## config.mk

```make
export PLATFORM = sky130hd
export DESIGN_NAME = bwd_damp
export DESIGN_NICKNAME = d
export VERILOG_FILES = /design/src/rtl/bwd_pkg.sv /design/src/rtl/bwd_damp.sv
export SDC_FILE = /design/constraint.sdc
export NUM_CORES = 2
export LEC_CHECK = 0
export ABC_AREA = 1
export BUFFER_PORTS_ARGS = -buffer_cell sky130_fd_sc_hd__buf_2
export CAP_MARGIN = 5
export CORE_AREA = 2 2 389 391
export DETAILED_ROUTE_END_ITERATION = 8
export DIE_AREA = 0 0 391 393
export PLACE_DENSITY = 0.67
export SYNTH_ARGS = -nofsm -noshare
export SYNTH_HDL_FRONTEND = slang
export SYNTH_SLANG_ARGS = --single-unit
```

## constraint.sdc

```tcl
create_clock -name clk_i -period 6.2 [get_ports clk_i]
set_input_delay 1.55 -clock clk_i [delete_from_list [all_inputs] [get_ports clk_i]]
set_output_delay 1.55 -clock clk_i [all_outputs]
set_load 0.01 [all_outputs]
```

## src/rtl/bwd_pkg.sv

```systemverilog
// Shared types, constants and helpers for the boundary wave damping cell.
// No dependencies; every other file of the block imports this package.
package bwd_pkg;

  localparam int unsigned MASK_TABLE_DEPTH_DEF = 256;
  localparam int unsigned MASK_W = 10;

  localparam longint unsigned HALF_PI_Q30 = 64'd1686629713;
  localparam longint unsigned ONE_Q30     = 64'd1073741824;
  localparam longint unsigned BETA_Q32    = 64'd34359738;

  localparam longint unsigned TAYLOR_DIV [8] = '{64'd1, 64'd6, 64'd20, 64'd42,
                                                 64'd72, 64'd110, 64'd156, 64'd210};

  localparam logic signed [31:0] Y_LOWER_RST     = 32'sd0;
  localparam logic signed [31:0] Y_UPPER_RST     = 32'sd65536;
  localparam logic        [30:0] ZONE_W_RST      = 31'd6554;
  localparam logic        [30:0] INV_ZONE_W_RST  = 31'd655360;
  localparam logic signed [31:0] DENSITY_REF_RST = 32'sd65536;
  localparam logic signed [31:0] ENERGY_REF_RST  = 32'sd65536;

  typedef enum logic [2:0] {
    CFG_Y_LOWER     = 3'd0,
    CFG_Y_UPPER     = 3'd1,
    CFG_ZONE_W      = 3'd2,
    CFG_INV_ZONE_W  = 3'd3,
    CFG_DENSITY_REF = 3'd4,
    CFG_ENERGY_REF  = 3'd5
  } cfg_idx_e;

  typedef enum logic [1:0] {
    ZONE_NONE  = 2'd0,
    ZONE_LOWER = 2'd1,
    ZONE_UPPER = 2'd2
  } zone_e;

  typedef struct packed {
    logic signed [31:0] vx;
    logic signed [31:0] vy;
    logic signed [31:0] en;
    logic signed [31:0] rho;
    logic signed [32:0] vx_ref;
    zone_e              zone;
  } cell_t;

  function automatic logic signed [31:0] sat32(input logic signed [47:0] v);
    if (v > 48'sd2147483647) begin
      return 32'sh7fffffff;
    end else if (v < -48'sd2147483648) begin
      return 32'sh80000000;
    end
    return v[31:0];
  endfunction

endpackage

```

## src/rtl/bwd_damp.sv

```systemverilog
// Damping stages: four lanes pulled toward their references by the mask.
// Depends on bwd_pkg.
module bwd_damp import bwd_pkg::*; (
  input  logic               clk_i,
  input  logic               rst_ni,
  input  logic               valid_i,
  input  logic [MASK_W-1:0]  mask_i,
  input  cell_t              cell_i,
  input  logic signed [31:0] energy_ref_i,
  input  logic signed [31:0] density_ref_i,
  output logic               valid_o,
  output logic signed [31:0] vel_x_o,
  output logic signed [31:0] vel_y_o,
  output logic signed [31:0] energy_o,
  output logic signed [31:0] density_o,
  output zone_e              zone_o
);

  logic signed [31:0] val   [4];
  logic signed [34:0] refv  [4];
  logic signed [45:0] prod_d [4];
  logic signed [45:0] prod_q [4];
  logic signed [31:0] val_q [4];
  logic signed [31:0] res_d [4];
  logic signed [31:0] res_q [4];
  logic signed [45:0] term  [4];
  zone_e              zone_a_q, zone_b_q;
  logic               va_q, vb_q;

  always_comb begin
    val[0]  = cell_i.vx;
    val[1]  = cell_i.vy;
    val[2]  = cell_i.en;
    val[3]  = cell_i.rho;
    refv[0] = 35'(cell_i.vx_ref);
    refv[1] = '0;
    refv[2] = 35'(energy_ref_i);
    refv[3] = 35'(density_ref_i);
    for (int i = 0; i < 4; i++) begin
      prod_d[i] = 46'(35'(val[i]) - refv[i]) * 46'($signed({1'b0, mask_i}));
      term[i]   = (prod_q[i] + 46'sd32768) >>> 16;
      if (zone_a_q == ZONE_NONE) begin
        res_d[i] = val_q[i];
      end else begin
        res_d[i] = sat32(48'(val_q[i]) - 48'(term[i]));
      end
    end
  end

  always_ff @(posedge clk_i or negedge rst_ni) begin
    if (!rst_ni) begin
      va_q <= 1'b0;
      vb_q <= 1'b0;
    end else begin
      va_q <= valid_i;
      vb_q <= va_q;
    end
  end

  always_ff @(posedge clk_i) begin
    zone_a_q <= cell_i.zone;
    zone_b_q <= zone_a_q;
    for (int i = 0; i < 4; i++) begin
      prod_q[i] <= prod_d[i];
      val_q[i]  <= val[i];
      res_q[i]  <= res_d[i];
    end
  end

  assign valid_o   = vb_q;
  assign vel_x_o   = res_q[0];
  assign vel_y_o   = res_q[1];
  assign energy_o  = res_q[2];
  assign density_o = res_q[3];
  assign zone_o    = zone_b_q;

endmodule

```

==> run summary <==
Status - finished, violations left
Violated checks - negative setup slack
CP arrival - 7530 ps
CP bufs+invs - 8
Via-to-Cell Ratio - 5.22
Layout net count - 14100
Vias - 73900
Final Hold Fails - 0
Most frequent CP cell - fa_1
Starting Density - 49.8%
Fin crit share - 113%
Final Critical Period - 6980 ps
Syn_nets - 12300
DRC Markers - 0
Tightest Pin Transition - 1090 ps
Port Buf Inserts - 370
Final number of max-transition violations - 0
Total of max-cap violations - 0
Worst rel slew slack - 27.1%
Mapped Avg Cell Area - 7.18 µm²
Post-Route Utilization - 68.0%
First-pass GRT wire length - 416000 µm
Post-Synthesis Cells - 10400
Layout fillers - 12600
CTS tree - yes
Synth warn - 0
CP startpoint kind - primary input
CP max FO - 5
Num CTS Buffers - 49
Crit path depth - 28
I/O pins - 371
Worst clock skew - 38.3 ps
Worst-path clk slew - 70 ps
All-layer global routing usage - 34.7%
Crit path largest cell delay - 540 ps
First-pass DRT Iterations - 6
Initial antenna violation count - 12
Largest net degree at the start of global routing - 64
Netlist cell types - 70
CP Capture Type - register
Clock Latency Late Sink - 650 ps
Clock Sinks - 378
RSZ-0062 raised after global routing - true
CTS max path bufs - 3
Post-synth ARST share - 0.529%
Layout cells sized above 1 - 30.3%
Total die area - 0.154 mm²
Crit path max-delay family - adder cells
Critical Path RT - 6740 ps
Synth Cell Area - 0.0743 mm²
Min-delay worst type - register to register
Post-DRT Antenna Nets - 0
Cell Area, Placed - 0.0916 mm²
Detail Placement HPWL - 226000 µm
Post-synth EDFFs - 0
Vias in the first global route - 76500
Final setup viols - 88
Routability congestion estimate - 0.987
R2R cell count - 18
Post-route cell area - 0.102 mm²
Critical path class - primary input to register
Die X - 391 µm
Area delta synth->final - 36.6%
Slowest CP cell - fa_1
Ys flop type - dfxtp_1
Row count - 142
Yosys reg bits - 378
Routed WL - 269000 µm
Final WS setup - -784 ps
Core Area - 0.149 mm²
Wirelength per Cell - 19.0 µm
H-tree depth - 2
GR Overflow Total - 0
Post-synthesis sequential area ratio - 10.2%
Hold path depth - 0
Root buffer cell - clkbuf_16
DRT iter0 DRCs - 4880
FMAX - 143 MHz
Chip height - 393 µm
[cell usage after synthesis, types with 26 or more instances]
cell,n,area [µm²]
a21o_1,39,293
nand2_2,54,338
xor2_1,251,2200
buf_1,32,120
inv_2,29,109
nor3_1,77,385
ha_1,597,7470
dfxtp_1,376,7530
fa_1,1124,22500
o21a_1,30,225
xnor2_1,76,666
clkbuf_1,153,574
a21oi_2,26,228
a21oi_1,523,2620
a31oi_1,36,225
inv_1,2227,8360
o21ai_0,185,926
nand3_1,456,2280
nand4_1,81,507
nor2_1,1176,4410
o21bai_1,71,533
nand2_1,2435,9140
[sequential cells by signal, summed over array words and instances (netlist names)]
signal / count
va_q: 1
res_q: 128
val_q: 128
zone_o: 2
prod_q: 116
valid_o: 1
zone_a_q: 2
[cell type report]
| cell class | count | area, µm² | share of cell area [%] |
|---|---|---|---|
| Tap cell | 1944 | 2430 | 2.40 |
| Multi-Input combinational cell | 7498 | 65500 | 64.5 |
| Inverter | 2258 | 8570 | 8.45 |
| Clock buffer | 64 | 1380 | 1.35 |
| Clock inverter | 28 | 437 | 0.430 |
| Sequential cell | 378 | 7580 | 7.46 |
| Timing Repair Buffer | 1978 | 15600 | 15.4 |
| Antenna cell | 8 | 20.0 | 0.0197 |
[stage by stage]
stage	setup TNS, ps	worst slack, ps	hold WS (ps)	instances
3_3_place_gp	-134180	-1670	333	13900
3_5_place_dp	-137710	-1680	341	13900
4_1_cts	-50840	-701	354	14100
6_report	-56020	-784	350	14200
2_1_floorplan	-56220	-868	331	10400
5_1_grt	-71900	-984	356	14200
[cells by family after synthesis]
logic type	synth area share (%)
simple gates	24.5
buf+inv	12.8
fa+ha+maj	40.3
compound gates	7.91
flops	10.2
xor+xnor	4.33
[metal layers]
metal  vias up  part of all wire, %  track usage (%)  routed length, µm
met4         8                  3.5             10.7               9300
met5         -                0.021                0                 56
met3       495                  7.1             4.97              19100
li1      35000                    -                -                  -
met1     35800                   43             46.7             114000
met2      2604                   47             57.7             126000
[final timing paths]
check	slack, ps	end	from
worst min register to register	350	valid_o$_DFF_PN0_	va_q$_DFF_PN0_
worst max register to register	1550	res_q[1][20]$_DFF_P_	prod_q[1][16]$_DFF_P_
worst min-delay path	350	valid_o$_DFF_PN0_	va_q$_DFF_PN0_
max in group asynchronous	5430	valid_o$_DFF_PN0_	rst_ni
min in group asynchronous	670	va_q$_DFF_PN0_	rst_ni
worst max-delay path	-780	prod_q[3][41]$_DFF_P_	cell_i[50]
[cell usage in the layout, fill, tap and decap left out, types with 108 or more instances in the layout]
cell     netlist  layout
a21oi_1      523     381
a21oi_2       26     109
buf_2          9     353
buf_4          7    1409
buf_6         19     116
dfxtp_1      376     376
fa_1        1124    1027
ha_1         597     445
ha_4           0     149
inv_1       2227    2043
inv_2         29     187
nand2_1     2435    2117
nand2_2       54     239
nand2_4        1     121
nand3_1      456     334
nand3_2       15     116
nor2_1      1176     970
nor2_2        19     119
nor2_4         2     108
xor2_1       251     227
[repair_timing]
action	CTS	global route
setup endpoints to repair	88	88
pin swaps	597	466
gates cloned	1	0
gates resized for setup	995	603
hold buffers	0	0
setup buffers	151	75
Power is not shown: default switching activity piles up to over one toggle a cycle in this logic, so the estimate is an artifact.
