[src/rtl/bwd_pkg.sv]
// Shared types, constants and helpers for the boundary wave damping cell.
// No dependencies; every other file of the block imports this package.
package bwd_pkg;

  localparam int unsigned MASK_TABLE_DEPTH_DEF = 256;
  localparam int unsigned MASK_W = 10;

  localparam longint unsigned HALF_PI_Q30 = 64'd1686629713;
  localparam longint unsigned ONE_Q30     = 64'd1073741824;
  localparam longint unsigned BETA_Q32    = 64'd34359738;

  localparam longint unsigned TAYLOR_DIV [8] = '{64'd1, 64'd6, 64'd20, 64'd42,
                                                 64'd72, 64'd110, 64'd156, 64'd210};

  localparam logic signed [31:0] Y_LOWER_RST     = 32'sd0;
  localparam logic signed [31:0] Y_UPPER_RST     = 32'sd65536;
  localparam logic        [30:0] ZONE_W_RST      = 31'd6554;
  localparam logic        [30:0] INV_ZONE_W_RST  = 31'd655360;
  localparam logic signed [31:0] DENSITY_REF_RST = 32'sd65536;
  localparam logic signed [31:0] ENERGY_REF_RST  = 32'sd65536;

  typedef enum logic [2:0] {
    CFG_Y_LOWER     = 3'd0,
    CFG_Y_UPPER     = 3'd1,
    CFG_ZONE_W      = 3'd2,
    CFG_INV_ZONE_W  = 3'd3,
    CFG_DENSITY_REF = 3'd4,
    CFG_ENERGY_REF  = 3'd5
  } cfg_idx_e;

  typedef enum logic [1:0] {
    ZONE_NONE  = 2'd0,
    ZONE_LOWER = 2'd1,
    ZONE_UPPER = 2'd2
  } zone_e;

  typedef struct packed {
    logic signed [31:0] vx;
    logic signed [31:0] vy;
    logic signed [31:0] en;
    logic signed [31:0] rho;
    logic signed [32:0] vx_ref;
    zone_e              zone;
  } cell_t;

  function automatic logic signed [31:0] sat32(input logic signed [47:0] v);
    if (v > 48'sd2147483647) begin
      return 32'sh7fffffff;
    end else if (v < -48'sd2147483648) begin
      return 32'sh80000000;
    end
    return v[31:0];
  endfunction

endpackage

[src/rtl/bwd_mask_rom.sv]
// Sine-squared mask table, built at elaboration, read through a register.
// Depends on bwd_pkg.
module bwd_mask_rom import bwd_pkg::*; #(
  parameter int unsigned MASK_TABLE_DEPTH = MASK_TABLE_DEPTH_DEF,
  localparam int unsigned IdxW = $clog2(MASK_TABLE_DEPTH)
) (
  input  logic              clk_i,
  input  logic              rst_ni,
  input  logic              valid_i,
  input  logic [IdxW-1:0]   idx_i,
  input  cell_t             cell_i,
  output logic              valid_o,
  output logic [MASK_W-1:0] mask_o,
  output cell_t             cell_o
);

  function automatic logic [MASK_W-1:0] mask_entry(input int unsigned idx);
    longint unsigned num, u, x, x2, t, s2, r;
    longint          s;
    if (2 * idx <= MASK_TABLE_DEPTH) begin
      num = 64'(2 * idx);
    end else begin
      num = 64'(2 * MASK_TABLE_DEPTH - 2 * idx);
    end
    u  = (num << 30) / 64'(MASK_TABLE_DEPTH);
    x  = (u * HALF_PI_Q30) >> 30;
    x2 = (x * x) >> 30;
    t  = x;
    s  = longint'(x);
    for (int k = 1; k <= 7; k++) begin
      t = ((t * x2) >> 30) / TAYLOR_DIV[k];
      if (k % 2 == 1) begin
        s = s - longint'(t);
      end else begin
        s = s + longint'(t);
      end
    end
    if (s < 0) begin
      s = 0;
    end
    if (s > longint'(ONE_Q30)) begin
      s = longint'(ONE_Q30);
    end
    s2 = (longint'(s) * longint'(s)) >> 30;
    r  = (s2 * BETA_Q32 + (64'd1 << 45)) >> 46;
    return r[MASK_W-1:0];
  endfunction

  logic [MASK_W-1:0] rom [MASK_TABLE_DEPTH];
  logic [MASK_W-1:0] mask_q;
  logic              valid_q;
  cell_t             cell_q;

  for (genvar gi = 0; gi < MASK_TABLE_DEPTH; gi++) begin : g_rom
    assign rom[gi] = mask_entry(gi);
  end

  always_ff @(posedge clk_i or negedge rst_ni) begin
    if (!rst_ni) begin
      valid_q <= 1'b0;
    end else begin
      valid_q <= valid_i;
    end
  end

  always_ff @(posedge clk_i) begin
    mask_q <= rom[idx_i];
    cell_q <= cell_i;
  end

  assign valid_o = valid_q;
  assign mask_o  = mask_q;
  assign cell_o  = cell_q;

endmodule

[config.mk]
export PLATFORM = sky130hd
export DESIGN_NAME = bwd_mask_rom
export DESIGN_NICKNAME = d
export VERILOG_FILES = /design/src/rtl/bwd_pkg.sv /design/src/rtl/bwd_mask_rom.sv
export SDC_FILE = /design/constraint.sdc
export NUM_CORES = 1
export LEC_CHECK = 0
export ABC_AREA = 1
export BUFFER_PORTS_ARGS = -buffer_cell sky130_fd_sc_hd__buf_2
export CORE_AREA = 2 2 134 136
export CTS_BUF_LIST = sky130_fd_sc_hd__clkbuf_8
export CTS_CLUSTER_SIZE = 10
export DETAILED_ROUTE_END_ITERATION = 8
export DIE_AREA = 0 0 136 138
export PLACE_DENSITY = 0.65
export SLEW_MARGIN = 20
export SYNTH_ARGS = -nofsm -noshare
export SYNTH_HDL_FRONTEND = slang
export SYNTH_SLANG_ARGS = --single-unit
[constraint.sdc]
create_clock -name clk_i -period 0.8 [get_ports clk_i]
set_input_delay 0 -clock clk_i [delete_from_list [all_inputs] [get_ports clk_i]]
set_output_delay 0 -clock clk_i [all_outputs]
set_load 0.1 [all_outputs]
==> results of run 1 <==
## stage by stage
stage / setup slack (ns) / util / setup TNS, ns
global placement: -1.05 / 0.657 / -8.29
finish: -0.309 / 0.836 / -40.78
floorplan: -0.400 / - / -3.31
global route: -0.334 / 0.836 / -44.33
CTS: -0.305 / 0.822 / -38.25
detailed placement: -1.04 / 0.657 / -8.27
## kinds of logic (layout without fill, tap and decap cells)
| logic type | after synthesis | after routing | share of synthesized area |
|---|---|---|---|
| and+or+nand+nor | 299 | 300 | 0.217 |
| DFF | 174 | 174 | 0.608 |
| AOI/OAI and AO/OA | 98 | 98 | 0.0894 |
| buffers and inverters | 67 | 743 | 0.0530 |
| adders and majority gates | 15 | 15 | 0.0327 |
| other | 0 | 2 | 0 |
## routing by layer
metal	GRT usage	up-vias	routed length (µm)
met5	0	-	0
met4	0.199	0	2390
met3	0.125	178	4980
met2	0.722	739	19600
met1	0.534	3820	15200
li1	-	3461	-
## synth_stat cells
cell and number:
inv_2 2, nand2_2 1, o211ai_1 6, clkinv_1 2, nand3_1 54, nand2_1 182
a31oi_1 3, and3b_1 1, inv_1 37, ha_1 15, buf_6 2, nor3_1 6
nand4_1 10, clkbuf_1 5, nand3b_1 1, a21oi_1 34, nor2_2 1, nor3b_1 1
clkbuf_2 1, dfxtp_1 173, o21bai_1 1, buf_4 6, buf_1 1, buf_2 11
dfrtp_1 1, nor2_1 41, o22ai_1 1, o21ai_0 53, or2_2 1
## layout by cell type, fill, tap and decap left out, drive strengths merged, types with 10 or more instances in the layout
master and count:
a21oi 34, buf 500, clkbuf 19, dfxtp 173, dlygate4sd3 167, ha 15
inv 47, nand2 184, nand3 54, nand4 10, nor2 42, o21ai 53
## registers in the layout (all words and copies together), names as in the netlist
name	count
cell_o	163
valid_o	1
mask_o	10
## cell type report
| type | count | share of cell area |
|---|---|---|
| inverters | 41 | 0.0132 |
| well taps | 229 | 0.0196 |
| clock inverters | 14 | 0.0123 |
| multi-input cells | 413 | 0.170 |
| diodes | 2 | 0.000342 |
| flip-flops and latches | 174 | 0.257 |
| clock buffers | 18 | 0.0169 |
| repair buffers | 670 | 0.511 |
## power breakdown
part	switching, mW	internal (mW)
logic	6.13	3.93
registers	0.564	9.24
clock network	3.78	3.26
## worst paths after layout
kind / startpoint / endpoint / slack (ns) / cells after the start
hold / removal: idx_i[7] / mask_o[9] / -0.04 / 5
setup / recovery: valid_o / valid_o / -0.31 / 1
min in group asynchronous: rst_ni / valid_o / 0.35 / 3
max in group asynchronous: rst_ni / valid_o / 0.31 / 3
## repair_timing
action / CTS / global route
buffers inserted: 24 / 6
gates resized for setup: 180 / 66
endpoints found under the hold margin: 169 / 0
setup endpoints to repair: 184 / 184
gates cloned: 2 / 0
hold buffers: 169 / 0
pin swaps: 45 / 34
==> metrics.yaml, run 1 <==
critical_path:
  end_kind: "output port"
  crit_slowest_cell: "dfrtp_2"
  setup.worst_path.class: "flop to output port"
  crit_fanout: 1
  cp.buffers_inverters: 1
  crit_chain: "buf_12"
  start_kind: "flop"
  critPathTopFamily: "flip-flops"
  max_stage_delay_ns: 0.45
  worstPathArrival_ns: 1.11
  required_ns: 0.80
cells_and_area:
  final_area_um2: 14700
  layout.area.seq_um2: 3760
  drive_above_1_share: 0.622
  fillers: 924
  nets: 1506
  multi_input_area_um2: 2490
  final_cells: 1561
  syn_to_final_growth_pct: 155
logic_synthesis:
  synth.distinct_cells: 29
  syn_inst: 653
  ys_ff_latch: 174
  yosys.area.top_type_share: 0.604
  avgSynthCellArea_um2: 8.78
  yosysSeqAreaShare: 0.608
  synthesis.area_um2: 5740
  yosys.area.top_type: "dfxtp_1"
  synth.net_count: 842
  yosys_warnings: 0
  synthTopCellsByArea: "dfxtp_1, nand2_1, nand3_1"
timing:
  slew_headroom: 0.727
  finalHoldViolCount: 1
  fin_ws_ns: -0.309
  tightest_slew_ns: 0.409
  setup_viol: 181
  slew_viol_final: 0
  rsz0062_at_grt: "true"
  min_period_ns: 1.11
  hold_ws_ns: -0.0368
  fin_crit_sh: 1.39
  max_freq_mhz: 902
power_and_ir_drop:
  irDropWorstVdd_v: 0.00138
  power.total_mw: 26.9
  power.leakage_nw: 6.82
  pwr_density_cell_nw_per_um2: 1840
floorplanning:
  coreArea_um2: 17500
  die_y_um: 138
  start_util: 0.327
  chipWidth_um: 136
  rows: 49
  design.die.area_um2: 18800
  ios: 348
grt:
  overflow: 0
  antenna_found_initial: 2
  grt_pass1_wl_um: 59100
  grtUsageTotal: 0.441
  grt_max_degree: 18
  grt_pass1_vias: 8594
outcome:
  status: "complete, but fails checks"
  violations: "negative hold slack, negative setup slack"
routing:
  drtPass1Iterations: 8
  wl_um: 42200
  post-route-drc-count: 0
  ant_nets: 0
  vias_per_cell: 5.25
  wire_per_inst_um: 27.0
  drtIter0Drc: 998
  via_count: 8198
min_path:
  hp-class: "input port to flop"
run:
  max-cap-violations: 0
cts:
  cts_root_buffer: "clkbuf_8"
  cts_buffers: 17
  cts_tree: "built"
  clk_pin_slew_ns: 0.11
  htree_levels: 4
  clk_path_buf_depth: 2
  numClockSinks: 174
placed_design:
  hpwl_um: 28400
  place_area_um2: 11500
  dp_cells: 1329
  portBuffers: 347
  place.gp.congestion: 0.985
Power figures use the tool's default switching activity.
==> run 2: changes to the inputs <==
Settings changed: PLACE_DENSITY 0.65 to 0.61, SKIP_CTS_REPAIR_TIMING set to 1.
==> run 2 against run 1 <==
The run ends with negative setup slack left. Sequential cell count unchanged. First-iteration DRC count up 35%. Clock power about the same. Die area unchanged. Critical path depth up 10. Critical endpoint is now mask_o[7]. Worst hold slack better by 0.085 ns. Highest routed layer unchanged. Count of clock-buffer cells in the layout down 1. Routed wire length up 12%. Non-clock buffer count up 9.
==> metrics.yaml, run 2 (synthesis results as in run 1) <==
placed_design:
  hpwl_um: 29800  # was 28400 µm
  place_area_um2: 11700  # was 11500 µm²
  portBuffers: 347  # unchanged
  dp_cells: 1350  # was 1329
  place.gp.congestion: 0.970  # was 0.985
outcome:
  status: "complete, but fails checks"  # unchanged
  violations: "negative setup slack"  # was negative hold slack, negative setup slack
cts:
  cts_tree: "built"  # unchanged
  cts_root_buffer: "clkbuf_8"  # unchanged
  clk_path_buf_depth: 2  # unchanged
  clk_pin_slew_ns: 0.11  # about the same
  numClockSinks: 174  # unchanged
  htree_levels: 4  # unchanged
  cts_buffers: 17  # unchanged
grt:
  antenna_found_initial: 0  # was 2
  grt.busiest_layer: "met2"  # unchanged
  grt_pass1_vias: 7273  # was 8594
  grt_pass1_wl_um: 51800  # was 59100 µm
  overflow: 0  # unchanged
  grt_use_met1: 0.449  # was 0.534
  grt_util_met3: 0.214  # was 0.125
  grtUsageTotal: 0.392  # was 0.441
  use_met2: 0.607  # was 0.722
  grt_max_degree: 17  # was 18
cells_and_area:
  final_cells: 1567  # was 1561
  syn_to_final_growth_pct: 153  # was 155%
  nets: 1514  # was 1506
  drive_above_1_share: 0.615  # was 0.622
  final_util: 0.827  # was 0.836
  layout.area.seq_um2: 3740  # was 3760 µm²
  largest_register_ff_count: 163  # unchanged
  layout_commonest_cell: "buf_12"  # unchanged
  layout_common_cells: "buf_12, buf_2, dlygate4sd3_1"  # was buf_12, dlygate4sd3_1, buf_2
  final_area_um2: 14500  # was 14700 µm²
  fillers: 894  # was 924
  multi_input_area_um2: 2400  # was 2490 µm²
timing:
  fin_ws_ns: -0.577  # was -0.309 ns
  tightest_slew_ns: 0.854  # was 0.409 ns
  slew_viol_final: 0  # unchanged
  finalHoldViolCount: 0  # was 1
  max_freq_mhz: 726  # was 902 MHz
  setup_tns_ns: -42.03  # was -40.78 ns
  min_period_ns: 1.38  # was 1.11 ns
  fin_crit_sh: 1.72  # was 1.39
  setup_viol: 184  # was 181
  slew_headroom: 0.425  # was 0.727
  rsz0062_at_grt: "true"  # unchanged
  hold_ws_ns: 0.0482  # was -0.0368 ns
critical_path:
  crit_slowest_cell: "a21oi_1"  # was dfrtp_2
  required_ns: 1.20  # was 0.80 ns
  crit_chain: "buf_6, buf_12, buf_4, nand2_4, buf_6, inv_1, nand2_1, nand3_1, a21oi_1, nand2_1, nand2_2"  # was buf_12
  end_kind: "flop"  # was output port
  setup.worst_path.class: "input port to flop"  # was flop to output port
  worstPathArrival_ns: 1.78  # was 1.11 ns
  crit_fanout: 6  # was 1
  cp.buffers_inverters: 5  # was 1
  critPathTopFamily: "simple AND/OR/NAND/NOR gates"  # was flip-flops
  max_stage_delay_ns: 0.33  # was 0.45 ns
  start_kind: "input port"  # was flop
power_and_ir_drop:
  clkPwrFrac: 0.260  # was 0.262
  intPower_mw: 16.3  # was 16.4 mW
  seq_power_share: 0.361  # was 0.364
  p_sw_mw: 10.8  # was 10.5 mW
  irDropWorstVdd_v: 0.00143  # was 0.00138 V
  power.leakage_nw: 6.78  # was 6.82 nW
  p_comb_frac: 0.379  # was 0.374
  switching_share: 0.398  # was 0.389
  pwr_density_cell_nw_per_um2: 1870  # was 1840 nW/µm²
min_path:
  hp-class: "input port to flop"  # unchanged
routing:
  vias_per_cell: 5.50  # was 5.25
  wire_per_inst_um: 30.1  # was 27.0 µm
  wl_um: 47100  # was 42200 µm
  post-route-drc-count: 0  # unchanged
  drtPass1Iterations: 8  # unchanged
  via_count: 8624  # was 8198
  drtIter0Drc: 1348  # was 998
  ant_nets: 0  # unchanged
floorplanning:
  chipWidth_um: 136  # unchanged
  rows: 49  # unchanged
  ios: 348  # unchanged
  design.die.area_um2: 18800  # unchanged
  start_util: 0.327  # unchanged
  die_y_um: 138  # unchanged
  coreArea_um2: 17500  # unchanged
run:
  max-cap-violations: 0  # unchanged
## run 2: cell count changes in the layout (fill, tap and decap cells not counted), sizes merged
cell / before / now
nand2: 184 / 183
clkinv: 3 / 5
clkinvlp: 2 / 1
buf: 500 / 511
dlymetal6s4s: 1 / 0
bufbuf: 1 / 0
inv: 47 / 45
clkbuf: 19 / 18
## run 2: power by group through the flow
| stage | Sequential, mW | Combinational [mW] | Clock, mW |
|---|---|---|---|
| after floorplan | 13.3 | 1.07 | 0 |
| after global placement | 9.93 | 8.62 | 0 |
| after detailed placement | 9.94 | 8.65 | 0 |
| after CTS | 9.77 | 8.70 | 6.78 |
| after global routing | 9.83 | 10.4 | 7.26 |
| final | 9.81 | 10.3 | 7.05 |
## run 2: per-stage QoR
stage	total power, mW	setup WS (ns)
6_report	27.2	-0.577
5_1_grt	27.5	-0.520
4_1_cts	25.2	-0.504
3_5_place_dp	18.6	-1.01
3_3_place_gp	18.5	-1.04
2_1_floorplan	14.4	-0.400
## run 2: worst paths after layout
check	cells past startpoint	start	slack [ns]	endpoint
worst max-delay path	11	idx_i[2]	-0.58	mask_o[7]
worst min-delay path	6	idx_i[6]	0.05	mask_o[1]
max in group asynchronous	3	rst_ni	0.23	valid_o
min in group asynchronous	3	rst_ni	0.42	valid_o
## run 2: layout make-up
class	instances	area share
Antenna cell	2	0.000345
Clock buffer	17	0.0161
Clock inverter	13	0.0123
Inverter	41	0.0124
Multi-Input combinational cell	412	0.166
Sequential cell	174	0.258
Tap cell	229	0.0198
Timing Repair Buffer	679	0.516
## run 2: worst min-delay path: stages
cell and delay [ns]:
buf_2 0.13, buf_4 0.15, nand2_1 0.06, nand2_1 0.05, nand2_1 0.05, nand2_1 0.07
## run 2: per-layer routing
| metal | wire length (µm) | part of all wire |
|---|---|---|
| met5 | 0 | 0 |
| met4 | 3800 | 0.081 |
| met3 | 7470 | 0.16 |
| met2 | 20500 | 0.43 |
| met1 | 15300 | 0.33 |
