File: src/rtl/bwd_pkg.sv
// Shared types, constants and helpers for the boundary wave damping cell.
// No dependencies; every other file of the block imports this package.
package bwd_pkg;

  localparam int unsigned MASK_TABLE_DEPTH_DEF = 256;
  localparam int unsigned MASK_W = 10;

  localparam longint unsigned HALF_PI_Q30 = 64'd1686629713;
  localparam longint unsigned ONE_Q30     = 64'd1073741824;
  localparam longint unsigned BETA_Q32    = 64'd34359738;

  localparam longint unsigned TAYLOR_DIV [8] = '{64'd1, 64'd6, 64'd20, 64'd42,
                                                 64'd72, 64'd110, 64'd156, 64'd210};

  localparam logic signed [31:0] Y_LOWER_RST     = 32'sd0;
  localparam logic signed [31:0] Y_UPPER_RST     = 32'sd65536;
  localparam logic        [30:0] ZONE_W_RST      = 31'd6554;
  localparam logic        [30:0] INV_ZONE_W_RST  = 31'd655360;
  localparam logic signed [31:0] DENSITY_REF_RST = 32'sd65536;
  localparam logic signed [31:0] ENERGY_REF_RST  = 32'sd65536;

  typedef enum logic [2:0] {
    CFG_Y_LOWER     = 3'd0,
    CFG_Y_UPPER     = 3'd1,
    CFG_ZONE_W      = 3'd2,
    CFG_INV_ZONE_W  = 3'd3,
    CFG_DENSITY_REF = 3'd4,
    CFG_ENERGY_REF  = 3'd5
  } cfg_idx_e;

  typedef enum logic [1:0] {
    ZONE_NONE  = 2'd0,
    ZONE_LOWER = 2'd1,
    ZONE_UPPER = 2'd2
  } zone_e;

  typedef struct packed {
    logic signed [31:0] vx;
    logic signed [31:0] vy;
    logic signed [31:0] en;
    logic signed [31:0] rho;
    logic signed [32:0] vx_ref;
    zone_e              zone;
  } cell_t;

  function automatic logic signed [31:0] sat32(input logic signed [47:0] v);
    if (v > 48'sd2147483647) begin
      return 32'sh7fffffff;
    end else if (v < -48'sd2147483648) begin
      return 32'sh80000000;
    end
    return v[31:0];
  endfunction

endpackage

File: src/rtl/bwd_zone.sv
// Zone classification stage: zone tests, distance and x velocity reference.
// Depends on bwd_pkg.
module bwd_zone import bwd_pkg::*; (
  input  logic               clk_i,
  input  logic               rst_ni,
  input  logic               valid_i,
  input  logic signed [31:0] y_center_i,
  input  logic signed [31:0] y_low_edge_i,
  input  logic signed [31:0] vel_x_i,
  input  logic signed [31:0] vel_y_i,
  input  logic signed [31:0] energy_in_i,
  input  logic signed [31:0] density_in_i,
  input  logic signed [31:0] y_lower_i,
  input  logic signed [31:0] y_upper_i,
  input  logic        [30:0] zone_width_i,
  output logic               valid_o,
  output logic signed [31:0] dist_o,
  output cell_t              cell_o
);

  logic signed [33:0] lo_dist, up_lim, zw;
  logic signed [34:0] d_lo, neg3y;
  logic signed [33:0] d_up;
  logic               valid_q;
  logic signed [31:0] dist_d, dist_q;
  cell_t              cell_d, cell_q;

  always_comb begin
    zw     = $signed({3'b000, zone_width_i});
    lo_dist = 34'(y_low_edge_i) - 34'(y_lower_i);
    up_lim  = 34'(y_upper_i) - zw;
    d_lo    = 35'(y_center_i) + 35'(y_center_i) - 35'(y_low_edge_i) - 35'(y_lower_i);
    d_up    = 34'(y_upper_i) - 34'(y_low_edge_i);
    neg3y   = -(35'(y_center_i) + 35'(y_center_i) + 35'(y_center_i));

    cell_d.vx     = vel_x_i;
    cell_d.vy     = vel_y_i;
    cell_d.en     = energy_in_i;
    cell_d.rho    = density_in_i;
    cell_d.vx_ref = 33'(neg3y >>> 1);
    if (lo_dist < zw) begin
      cell_d.zone = ZONE_LOWER;
      dist_d      = sat32(48'(d_lo));
    end else if (34'(y_low_edge_i) > up_lim) begin
      cell_d.zone = ZONE_UPPER;
      dist_d      = sat32(48'(d_up));
    end else begin
      cell_d.zone = ZONE_NONE;
      dist_d      = '0;
    end
  end

  always_ff @(posedge clk_i or negedge rst_ni) begin
    if (!rst_ni) begin
      valid_q <= 1'b0;
    end else begin
      valid_q <= valid_i;
    end
  end

  always_ff @(posedge clk_i) begin
    dist_q <= dist_d;
    cell_q <= cell_d;
  end

  assign valid_o = valid_q;
  assign dist_o  = dist_q;
  assign cell_o  = cell_q;

endmodule

File: config.mk
export PLATFORM = sky130hd
export DESIGN_NAME = bwd_zone
export DESIGN_NICKNAME = d
export VERILOG_FILES = /design/src/rtl/bwd_pkg.sv /design/src/rtl/bwd_zone.sv
export SDC_FILE = /design/constraint.sdc
export NUM_CORES = 1
export LEC_CHECK = 0
export BUFFER_PORTS_ARGS = -buffer_cell sky130_fd_sc_hd__buf_2
export CAP_MARGIN = 10
export CELL_PAD_IN_SITES_DETAIL_PLACEMENT = 1
export CELL_PAD_IN_SITES_GLOBAL_PLACEMENT = 2
export CORE_MARGIN = 4
export CORE_UTILIZATION = 31
export DETAILED_ROUTE_END_ITERATION = 8
export HOLD_SLACK_MARGIN = 0.06
export MAX_ROUTING_LAYER = met4
export PLACE_DENSITY = 0.9
export SETUP_SLACK_MARGIN = 0.02
export SYNTH_ARGS = -nofsm -noshare
export SYNTH_HDL_FRONTEND = slang
export SYNTH_SLANG_ARGS = --single-unit
File: constraint.sdc
create_clock -name clk_i -period 0.8 [get_ports clk_i]
set_input_delay 0.12 -clock clk_i [delete_from_list [all_inputs] [get_ports clk_i]]
set_output_delay 0.12 -clock clk_i [all_outputs]
set_load 0.03 [all_outputs]
==> summary.md, run 1 <==
| Metric | Value |
|---|---|
| Outcome | finished with violations |
| Failing checks | setup timing |
| Combinational group share of total power | 0.609 |
| Global-route wire length before repair | 137100 um |
| DRT iter0 DRCs | 1214 |
| Peak fanout along the critical path | 5 |
| Via count normalized by instance count | 5.355 |
| Total power divided by cell area | 1948 nW/um^2 |
| Area share of the largest cell type after synthesis | 0.2432 |
| Pin count of the biggest net entering global routing | 32 |
| Floorplan die area | 55490 sq um |
| Slew HR | 0.6359 |
| Hold path startpoint | y_center_i[0] |
| Die outline height | 235.6 um |
| Period utilization | 5.946 |
| Setup-violating endpoint count in the final report | 261 |
| Total wirelength of the detailed-routed design | 102300 um |
| Mean cell area of the mapped netlist | 8.729 sq um |
| Worst Setup End Kind | flop |
| Net Count, Synth | 2451 |
| Total count of hold-check failures in the final report | 0 |
| Part of the power in the clock network | 0.161 |
| Register area share after synthesis | 0.2447 |
| Net switching power of the design | 25.23 mW |
| Crit path from | y_lower_i[1] |
| HPWL Detailed | 69570 um |
| Dominant cells by area after synthesis | dfxtp_1 (24%), ha_1 (22%), xnor2_1 (5.1%) |
| Antenna violations before repair | 28 |
| Post-synthesis register bit count | 196 |
| Largest stage delay on the critical path | 0.36 ns |
| Biggest area consumer among synthesized cells | dfxtp_1 |
| Final critical path time including I/O delays and setup | 4.757 ns |
| Gp weighted congestion | 0.9845 |
| Root Buffer | clkbuf_16 |
| Final #Nets | 3756 |
| Setup slack of the critical path after layout | -3.957 ns |
| Post-detailed-route count of antenna-violating nets | 0 |
| Effective utilization at floorplan | 0.3129 |
| # placed instances | 3615 |
| Worst-path cell with the longest stage delay | ha_2 |
| Average detailed-routed wire length per instance | 26.45 um |
| Post-synth cell types | 85 |
| Non-filler cells in the finished layout | 3867 |
| Depth of the critical timing path with buffers and inverters included | 27 |
| Number of remaining DRC errors | 0 |
| Yosys warns | 0 |
| Setup Crit Path Kind | in -> reg |
| CP Launch Type | input port |
| Worst Path Buf+Inv | 7 |
| Endpoint of the worst setup timing path | dist_o[28]$_DFF_P_ |
| Count of flip-flops with a built-in enable after synthesis | 0 |
| Fraction of power spent switching nets | 0.4337 |
| Worst vdd ir | 0.001716 V |
| Achievable Freq | 210.2 MHz |
| Sequential power share | 0.230 |
| Unrepaired setup endpoints after global routing | true |
| Slew of the pin with the lowest slew margin | 0.5429 ns |
| I/O pin cnt | 486 |
| Family with the most delay on the worst path | compound AO/OA/AOI/OAI gates |
| CTS clock-pin slew for the worst setup and hold paths | 0.09 ns |
| Die outline width | 235.6 um |
| Number of buffers created by CTS | 17 |
| Clock sink total | 196 |
| Cell count after synthesis | 1839 |
| Endpoint required time on the critical path | 1.15 ns |
| GR Overflow Total | 0 |
| Proportion of synthesized flip-flops having asynchronous set or reset | 0.005102 |
| Post-synth design cell area | 16050 sq um |
| Commonest register cell after synthesis | dfxtp_1 |
| Number of global-route vias before repair | 22364 |
| Number of buffers on the longest clock path | 2 |
| Area Growth Syn to Fin | 86.04% |
| Hold Crit Class | in -> reg |
| Count of standard-cell rows | 83 |
| Detailed-routing iteration count for the pre-antenna-repair pass | 7 |
| Fraction of layout cells with a size suffix above 1 | 0.5226 |
| H-tree depth reported by CTS | 4 |
| Design internal power | 32.94 mW |
| Leakage power of the design | 14.74 nW |
| CTS tree | done |
| Count of maximum capacitance violations | 0 |
| I/O Buffers | 485 |
| Pre-CTS setup slack | -4.307 ns |
| Area of the core region | 51300 sq um |
| Setup TNS Final | -229.09 ns |
| Global-route usage over all layers | 0.3254 |
| Arrival time of data at the critical path endpoint | 5.10 ns |
| Number of max-slew violations in the final report | 0 |
| Total via count after detailed routing | 20706 |
-- placed cells by master, fill, tap and decap left out, types with 21 or more instances in the layout --
cell type and instances:
a22oi_2 26, dfxtp_2 179, fa_1 33, a21o_1 66, nor2_1 88, o21ai_1 35, xnor2_1 85, nand2b_1 25
a21oi_2 26, ha_4 32, xor2_1 43, a21oi_1 120, nand3_1 35, nand2_1 102, o21bai_1 27, buf_2 271
inv_1 173, o211ai_1 21, buf_6 220, ha_1 249, diode_2 30, o21ai_0 67, dlygate4sd3_1 132, buf_4 658
-- synth_stat cells, drive strengths merged, types with 21 or more instances --
cell type / number
nor2: 99
nand3: 37
fa: 35
inv: 196
o211ai: 21
ha: 287
a21oi: 151
o21a: 21
xnor2: 94
xor2: 48
nand2b: 27
a21o: 69
dfxtp: 195
o21bai: 31
a22oi: 30
o21ai: 117
nor2b: 23
nand2: 103
-- through the flow --
stage	util	area [sq um]	total power [mW]	hold WS, ns
2_1_floorplan	-	16420	27.26	-0.1756
3_3_place_gp	0.4773	24480	38.38	-0.1041
3_5_place_dp	0.4773	24480	39.64	-0.1014
4_1_cts	0.5689	29180	54.61	0.1380
5_1_grt	0.5821	29860	60.39	0.1790
6_report	0.5821	29860	58.17	0.1613
-- kinds of logic after synthesis --
| kind of cell | count (synthesis) | synth area share |
|---|---|---|
| AOI/OAI and AO/OA | 562 | 0.2329 |
| xor gates and xnor gates | 142 | 0.07747 |
| adders and majority gates | 322 | 0.2673 |
| buffers and inverters | 225 | 0.05659 |
| DFF | 196 | 0.2447 |
| muxes | 3 | 0.001871 |
| and+or+nand+nor | 389 | 0.1191 |
-- metal layers --
| metal | GRT usage | routed length [um] | vias up | share of wire |
|---|---|---|---|---|
| met5 | - | 0 | - | 0 |
| met4 | 0.2011 | 9185 | 0 | 0.090 |
| met3 | 0.03878 | 5349 | 499 | 0.052 |
| met2 | 0.5992 | 52080 | 1009 | 0.51 |
| met1 | 0.3273 | 35670 | 10048 | 0.35 |
| li1 | - | - | 9150 | - |
-- worst min-delay path by stage --
stage | to | slack [ns] | cells past startpoint
finish | dist_o[0]$_DFF_P_ | 0.16 | 5
global route | dist_o[0]$_DFF_P_ | 0.18 | 5
CTS | dist_o[0]$_DFF_P_ | 0.14 | 5
detailed placement | valid_o$_DFF_PN0_ | -0.10 | 1
global placement | valid_o$_DFF_PN0_ | -0.10 | 1
floorplan | valid_o$_DFF_PN0_ | -0.18 | 0
-- final cells by class --
cell class / instances / area (sq um)
fillers: 5804 / 21440
multi-input cells: 1418 / 12570
repair buffers: 1315 / 10720
flip-flops and latches: 196 / 4213
well taps: 680 / 850.8
inverters: 196 / 800.8
clock buffers: 17 / 425.4
clock inverters: 15 / 207.7
diodes: 30 / 75.07
-- flip-flops by register name (all words and copies together) (netlist names) --
signal	cells
dist_o	32
valid_o	1
cell_o	163
-- power by group through the flow --
stage | clock, mW | combinational (mW) | sequential, mW
final | 9.37 | 35.4 | 13.4
after global routing | 9.86 | 37.1 | 13.4
after CTS | 9.15 | 32.4 | 13.1
after detailed placement | 0 | 27.1 | 12.5
after global placement | 0 | 25.8 | 12.6
after floorplan | 0 | 12.0 | 15.2
-- timing repair --
item                                    CTS  global route
hold endpoints to repair                132             0
gates cloned                              6             1
buffers inserted                         43            26
hold buffers                            133             0
resized for setup                       809           100
pin swaps                                88            73
endpoints found under the setup margin  262           262
No activity file was read; power rests on OpenSTA's default activity.
==> run 2, diff against run 1 <==
--- a/config.mk
+++ b/config.mk
@@ -15,6 +15,7 @@
 export HOLD_SLACK_MARGIN = 0.06
 export MAX_ROUTING_LAYER = met4
 export PLACE_DENSITY = 0.9
+export RECOVER_POWER = 50
 export SETUP_SLACK_MARGIN = 0.02
 export SYNTH_ARGS = -nofsm -noshare
 export SYNTH_HDL_FRONTEND = slang
==> summary.md, run 2 (synthesis results as in run 1) <==
| Metric | Value |
|---|---|
| Part of the power in the clock network | 0.162 |
| Global-route usage over all layers | 0.3254 |
| Pin count of the biggest net entering global routing | 32 |
| Design internal power | 32.89 mW |
| Pre-CTS setup slack | -4.307 ns |
| Fraction of layout cells with a size suffix above 1 | 0.5179 |
| Worst-path cell with the longest stage delay | ha_2 |
| Number of buffers on the longest clock path | 2 |
| Setup-violating endpoint count in the final report | 261 |
| Total wirelength of the detailed-routed design | 99700 um |
| Peak fanout along the critical path | 5 |
| Gp weighted congestion | 0.9845 |
| Final #Nets | 3756 |
| Count of maximum capacitance violations | 0 |
| Post-layout instance area | 29850 sq um |
| Worst Setup End Kind | flop |
| Arrival time of data at the critical path endpoint | 5.12 ns |
| CTS tree | done |
| Highest-count cells in the layout ignoring fill and taps | buf_4 (658), buf_2 (253), ha_1 (249) |
| HPWL Detailed | 69570 um |
| Endpoint required time on the critical path | 1.16 ns |
| Number of remaining DRC errors | 0 |
| H-tree depth reported by CTS | 4 |
| Slew HR | 0.5942 |
| Fraction of power spent switching nets | 0.4306 |
| Unrepaired setup endpoints after global routing | true |
| Die outline width | 235.6 um |
| Sequential power share | 0.231 |
| Setup slack of the critical path after layout | -3.962 ns |
| Floorplan die area | 55490 sq um |
| GR Overflow Total | 0 |
| Count of standard-cell rows | 83 |
| Area of the core region | 51300 sq um |
| Number of buffers created by CTS | 17 |
| Average detailed-routed wire length per instance | 25.76 um |
| Combinational group share of total power | 0.607 |
| Effective utilization at floorplan | 0.3129 |
| Largest stage delay on the critical path | 0.36 ns |
| Failing checks | setup timing |
| Total power divided by cell area | 1935 nW/um^2 |
| Setup Crit Path Kind | in -> reg |
| Number of global-route vias before repair | 22364 |
| Via count normalized by instance count | 5.313 |
| # placed instances | 3615 |
| Post-detailed-route count of antenna-violating nets | 0 |
| Worst vdd ir | 0.001709 V |
| I/O Buffers | 485 |
| Total via count after detailed routing | 20561 |
| Global-route wire length before repair | 137100 um |
| DRT iter0 DRCs | 1070 |
| Core occupancy in the finished layout | 0.5819 |
| Achievable Freq | 210.0 MHz |
| Area Growth Syn to Fin | 85.97% |
| Outcome | finished with violations |
| Clock sink total | 196 |
| Period utilization | 5.953 |
| CP Launch Type | input port |
| Leakage power of the design | 14.70 nW |
| Die outline height | 235.6 um |
| Hold Crit Class | in -> reg |
| Placed instance area | 24480 sq um |
| Non-filler cells in the finished layout | 3870 |
| CTS clock-pin slew for the worst setup and hold paths | 0.09 ns |
| Total count of hold-check failures in the final report | 0 |
| Detailed-routing iteration count for the pre-antenna-repair pass | 5 |
| Net switching power of the design | 24.88 mW |
| I/O pin cnt | 486 |
| Root Buffer | clkbuf_16 |
| Antenna violations before repair | 28 |
| Final critical path time including I/O delays and setup | 4.762 ns |
| Number of flip-flops under the largest register name | 163 |
| Slew of the pin with the lowest slew margin | 0.6051 ns |
| Leading cell type in the layout, fill and taps excluded | buf_4 |
| Number of max-slew violations in the final report | 0 |
-- run 2: cell count changes in the layout (fill, tap and decap cells not counted), sizes merged --
cell / before / now
buf: 1181 / 1163
clkbuf: 18 / 36
diode: 30 / 33
-- run 2: path summary, 6_finish.rpt --
check / end / slack (ns) / startpoint / cells after the start
setup / recovery: dist_o[28]$_DFF_P_ / -3.96 / y_lower_i[1] / 27
hold / removal: dist_o[0]$_DFF_P_ / 0.16 / y_center_i[0] / 5
max in group asynchronous: valid_o$_DFF_PN0_ / 0.18 / rst_ni / 3
min in group asynchronous: valid_o$_DFF_PN0_ / 0.52 / rst_ni / 3
-- run 2: power by group through the flow --
stage	Sequential [mW]	Combinational, mW	Clock (mW)
final	13.3	35.1	9.34
after global routing	13.4	36.8	9.82
after CTS	13.1	32.4	9.15
after detailed placement	12.5	27.1	0
after global placement	12.6	25.8	0
after floorplan	15.2	12.0	0
-- run 2: routing by layer --
metal,part of all wire,wire [um],GRT usage,up-vias
met5,0,0,-,-
met4,0.088,8746,0.2011,0
met3,0.052,5163,0.03878,466
met2,0.51,50870,0.5992,996
met1,0.35,34930,0.3273,9956
li1,-,-,-,9143
-- run 2: worst max-delay path, delay by kind of cell --
kind | cells | cell delay [ns]
AOI/OAI and AO/OA | 13 | 2.52
xor gates and xnor gates | 1 | 0.15
adders and majority gates | 2 | 0.68
buffers and inverters | 7 | 0.92
and+or+nand+nor | 4 | 0.71
-- run 2: cell type report --
type / instances / area, sq um
well taps: 680 / 850.8
repair buffers: 1315 / 10700
flip-flops and latches: 196 / 4213
clock inverters: 15 / 207.7
multi-input cells: 1418 / 12570
clock buffers: 17 / 425.4
fillers: 5830 / 21450
diodes: 33 / 82.58
inverters: 196 / 800.8
-- run 2: per-stage QoR --
step / hold slack, ns / total power [mW] / TNS, ns
6_report: 0.1631 / 57.77 / -228.95
5_1_grt: 0.1831 / 60.03 / -238.80
4_1_cts: 0.1380 / 54.61 / -214.16
3_5_place_dp: -0.1014 / 39.64 / -201.68
3_3_place_gp: -0.1041 / 38.38 / -191.73
2_1_floorplan: -0.1756 / 27.26 / -150.72
-- run 2: timing repair --
item / 4_1_cts / 5_1_grt
setup buffers: 43 / 26
gates resized for setup: 809 / 100
hold buffers: 133 / 0
setup endpoints to repair: 262 / 262
pin swaps: 88 / 73
endpoints found under the hold margin: 132 / 0
cloned: 6 / 1
==> run 3, diff against run 2 <==
--- a/config.mk
+++ b/config.mk
@@ -8,13 +8,13 @@
 export BUFFER_PORTS_ARGS = -buffer_cell sky130_fd_sc_hd__buf_2
 export CAP_MARGIN = 10
 export CELL_PAD_IN_SITES_DETAIL_PLACEMENT = 1
-export CELL_PAD_IN_SITES_GLOBAL_PLACEMENT = 2
+export CELL_PAD_IN_SITES_GLOBAL_PLACEMENT = 1
 export CORE_MARGIN = 4
-export CORE_UTILIZATION = 31
+export CORE_UTILIZATION = 39
 export DETAILED_ROUTE_END_ITERATION = 8
 export HOLD_SLACK_MARGIN = 0.06
 export MAX_ROUTING_LAYER = met4
-export PLACE_DENSITY = 0.9
+export PLACE_DENSITY = 0.89
 export RECOVER_POWER = 50
 export SETUP_SLACK_MARGIN = 0.02
 export SYNTH_ARGS = -nofsm -noshare
==> summary.md, run 3 <==
| Metric | Value |
|---|---|
| Die outline width | 210.9 um |
| Root Buffer | clkbuf_16 |
| GR Overflow Total | 904 |
| Number of buffers on the longest clock path | 2 |
| Pin count of the biggest net entering global routing | 31 |
| # placed instances | 3457 |
| Yosys warns | 0 |
| Count of flip-flops with a built-in enable after synthesis | 0 |
| Most repeated cell in the gate-level netlist after synthesis | ha_1 |
| Commonest cells post-synth | ha_1 (287), inv_1 (196), dfxtp_1 (195) |
| Proportion of synthesized flip-flops having asynchronous set or reset | 0.005102 |
| Biggest area consumer among synthesized cells | dfxtp_1 |
| Outcome | stopped before the end |
| Area share of the largest cell type after synthesis | 0.2432 |
| Die outline height | 210.9 um |
| Mean cell area of the mapped netlist | 8.729 sq um |
| Global-route usage over all layers | 0.8931 |
| Post-synth design cell area | 16050 sq um |
| Last worst endpoint in the global-route repair_timing | dist_o[6]$_DFF_P_/D |
| Register area share after synthesis | 0.2447 |
| Dominant cells by area after synthesis | dfxtp_1 (24%), ha_1 (22%), xnor2_1 (5.1%) |
| Net Count, Synth | 2451 |
| First error | [ERROR GRT-0232] Routing congestion too high. Check the congestion heatmap in the GUI. |
| Commonest register cell after synthesis | dfxtp_1 |
| Worst endpoint pin kind | register data pin |
| Gp weighted congestion | 1.061 |
| Count of standard-cell rows | 74 |
| I/O Buffers | 485 |
| Clock sink total | 196 |
| Post-synthesis register bit count | 196 |
| H-tree depth reported by CTS | 4 |
| I/O pin cnt | 486 |
| Number of buffers created by CTS | 17 |
| Post-synth cell types | 85 |
| Last stage reached | global routing |
| Effective utilization at floorplan | 0.3940 |
| Cell count after synthesis | 1839 |
| HPWL Detailed | 77540 um |
run 3: cell counts after synthesis:
No cell type changed its count.
run 3: logic make-up after synthesis:
kind of cell,synth area share
xor+xnor,0.07747
fa+ha+maj,0.2673
buf+inv,0.05659
compound gates,0.2329
mux,0.001871
simple gates,0.1191
flops,0.2447
run 3: stage by stage:
stage               cell area, sq um  worst slack (ns)
global placement               24140            -4.284
CTS                            26550            -3.881
detailed placement             24140            -4.835
floorplan                      16420            -3.359
run 3: timing repair:
action                                  CTS
endpoints found under the setup margin  262
setup buffers                             4
hold endpoints to repair                131
cloned                                    0
pin swaps                                11
resized for setup                       117
hold buffers                            131
run 3: metal layers:
layer  GRT usage  overflow
met1      0.8407        13
met2       1.038       608
met3      0.7318        13
met4      0.9705       270
met5           -         -
==> run 4, diff against run 3 <==
==> config.mk (replaced) <==
export PLATFORM = sky130hd
export DESIGN_NAME = bwd_zone
export DESIGN_NICKNAME = d
export VERILOG_FILES = /design/src/rtl/bwd_pkg.sv /design/src/rtl/bwd_zone.sv
export SDC_FILE = /design/constraint.sdc
export NUM_CORES = 1
export LEC_CHECK = 0
export BUFFER_PORTS_ARGS = -buffer_cell sky130_fd_sc_hd__buf_2
export CAP_MARGIN = 10
export CORE_MARGIN = 4
export CORE_UTILIZATION = 35
export DETAILED_ROUTE_END_ITERATION = 8
export PLACE_DENSITY_LB_ADDON = 0.15
export RECOVER_POWER = 50
export SYNTH_ARGS = -nofsm -noshare
export SYNTH_HDL_FRONTEND = slang
export SYNTH_SLANG_ARGS = --single-unit
==> summary.md, run 4 (synthesis results as in run 1) <==
| Metric | Value |
|---|---|
| Outcome | finished with violations |
| Failing checks | setup timing |
| Final #Nets | 3763 |
| Number of buffers created by CTS | 17 |
| DRT iter0 DRCs | 824 |
| CP Launch Type | input port |
| Worst-path cell with the longest stage delay | or4_4 |
| CTS clock-pin slew for the worst setup and hold paths | 0.08 ns |
| Endpoint required time on the critical path | 1.11 ns |
| GR Overflow Total | 0 |
| Die outline width | 222.2 um |
| Largest stage delay on the critical path | 0.50 ns |
| Number of remaining DRC errors | 0 |
| Area Growth Syn to Fin | 83.18% |
| Number of global-route vias before repair | 18683 |
| CTS tree | done |
| I/O Buffers | 485 |
| Achievable Freq | 230.0 MHz |
| Total via count after detailed routing | 18351 |
| Via count normalized by instance count | 4.859 |
| Post-detailed-route count of antenna-violating nets | 0 |
| Core occupancy in the finished layout | 0.6480 |
| Unrepaired setup endpoints after global routing | true |
| Number of buffers on the longest clock path | 2 |
| Arrival time of data at the critical path endpoint | 4.66 ns |
| I/O pin cnt | 486 |
| Total power divided by cell area | 1841 nW/um^2 |
| Hold Crit Class | in -> reg |
| Pin count of the biggest net entering global routing | 32 |
| Number of max-slew violations in the final report | 0 |
| Antenna violations before repair | 13 |
| Peak fanout along the critical path | 6 |
| Setup Crit Path Kind | in -> reg |
| Total power consumption of the routed design | 54.14 mW |
| Leakage power of the design | 14.67 nW |
| HPWL Detailed | 58230 um |
| Gp weighted congestion | 0.9717 |
| Worst vdd ir | 0.001701 V |
| Count of standard-cell rows | 78 |
| Highest-count cells in the layout ignoring fill and taps | buf_4 (676), buf_2 (272), ha_1 (253) |
| Period utilization | 5.436 |
| Slew HR | 0.6286 |
| Setup-violating endpoint count in the final report | 261 |
| Fraction of layout cells with a size suffix above 1 | 0.5149 |
| Detailed-routing iteration count for the pre-antenna-repair pass | 5 |
| Root Buffer | clkbuf_16 |
| Family with the most delay on the worst path | compound AO/OA/AOI/OAI gates |
| Final critical path time including I/O delays and setup | 4.349 ns |
| Total count of hold-check failures in the final report | 0 |
| Area of the core region | 45380 sq um |
| Effective utilization at floorplan | 0.3537 |
| Fill cell count | 3642 |
| Clock sink total | 196 |
| H-tree depth reported by CTS | 4 |
| Total wirelength of the detailed-routed design | 70790 um |
| Setup slack of the critical path after layout | -3.549 ns |
| Number of flip-flops under the largest register name | 163 |
| Count of maximum capacitance violations | 0 |
| Global-route wire length before repair | 100400 um |
| Slew of the pin with the lowest slew margin | 0.5538 ns |
| Worst Setup End Kind | flop |
| Floorplan die area | 49360 sq um |
| Worst Path Buf+Inv | 6 |
| Die outline height | 222.2 um |
| Average detailed-routed wire length per instance | 18.74 um |
| Global-route usage over all layers | 0.2575 |
| Leading cell type in the layout, fill and taps excluded | buf_4 |
## run 4: area by class of cell
cell class | instances | area (sq um) | share of cell area
repair buffers | 1322 | 10610 | 0.3608
flip-flops and latches | 196 | 4184 | 0.1423
inverters | 196 | 798.3 | 0.02715
diodes | 13 | 32.53 | 0.001106
clock inverters | 15 | 239.0 | 0.008127
well taps | 600 | 750.7 | 0.02553
clock buffers | 17 | 425.4 | 0.01447
multi-input cells | 1418 | 12370 | 0.4205
## run 4: what timing repair did
action	in CTS	in global routing
hold endpoints to repair	131	0
gates cloned	1	4
buffers inserted	5	20
hold buffers	132	0
endpoints found under the setup margin	261	262
resized for setup	118	878
pin swaps	18	72
## run 4: routing by layer
layer	up-vias	track usage	wire length, um
met1	8564	0.3150	29790
met3	117	0.03098	2572
met2	502	0.4686	35520
li1	9166	-	-
met5	-	0	20
met4	2	0.08503	2883
## run 4: path summary, 6_finish.rpt
check | start | endpoint | slack [ns] | depth (start not counted)
max in group asynchronous | rst_ni | valid_o$_DFF_PN0_ | 0.19 | 3
max | y_lower_i[11] | dist_o[4]$_DFF_P_ | -3.55 | 26
min in group asynchronous | rst_ni | valid_o$_DFF_PN0_ | 0.50 | 3
min | y_center_i[31] | cell_o[34]$_DFF_P_ | 0.08 | 4
## run 4: power by group
part,total [mW],switching (mW),internal [mW],leakage [nW]
Sequential,12.9,1.21,11.7,1.65
Combinational,31.8,15.9,15.8,12.7
Clock,9.41,4.27,5.14,0.318
Total,54.1,21.4,32.7,14.7
## run 4: through the flow
step	worst slack, ns	hold slack [ns]	std cells	area (sq um)	TNS, ns
global route	-3.783	0.08898	3776	29400	-217.26
finish	-3.549	0.07564	3777	29410	-200.62
detailed placement	-4.155	-0.1029	3577	24610	-195.08
global placement	-4.037	-0.1054	3577	24610	-190.86
CTS	-3.490	0.06418	3747	27060	-212.18
floorplan	-3.359	-0.1756	1839	16420	-150.72
## run 4: worst min-delay path, delay by kind of cell
family / cells / cell delay (ns)
xor gates and xnor gates: 1 / 0.06
buffers and inverters: 3 / 0.30
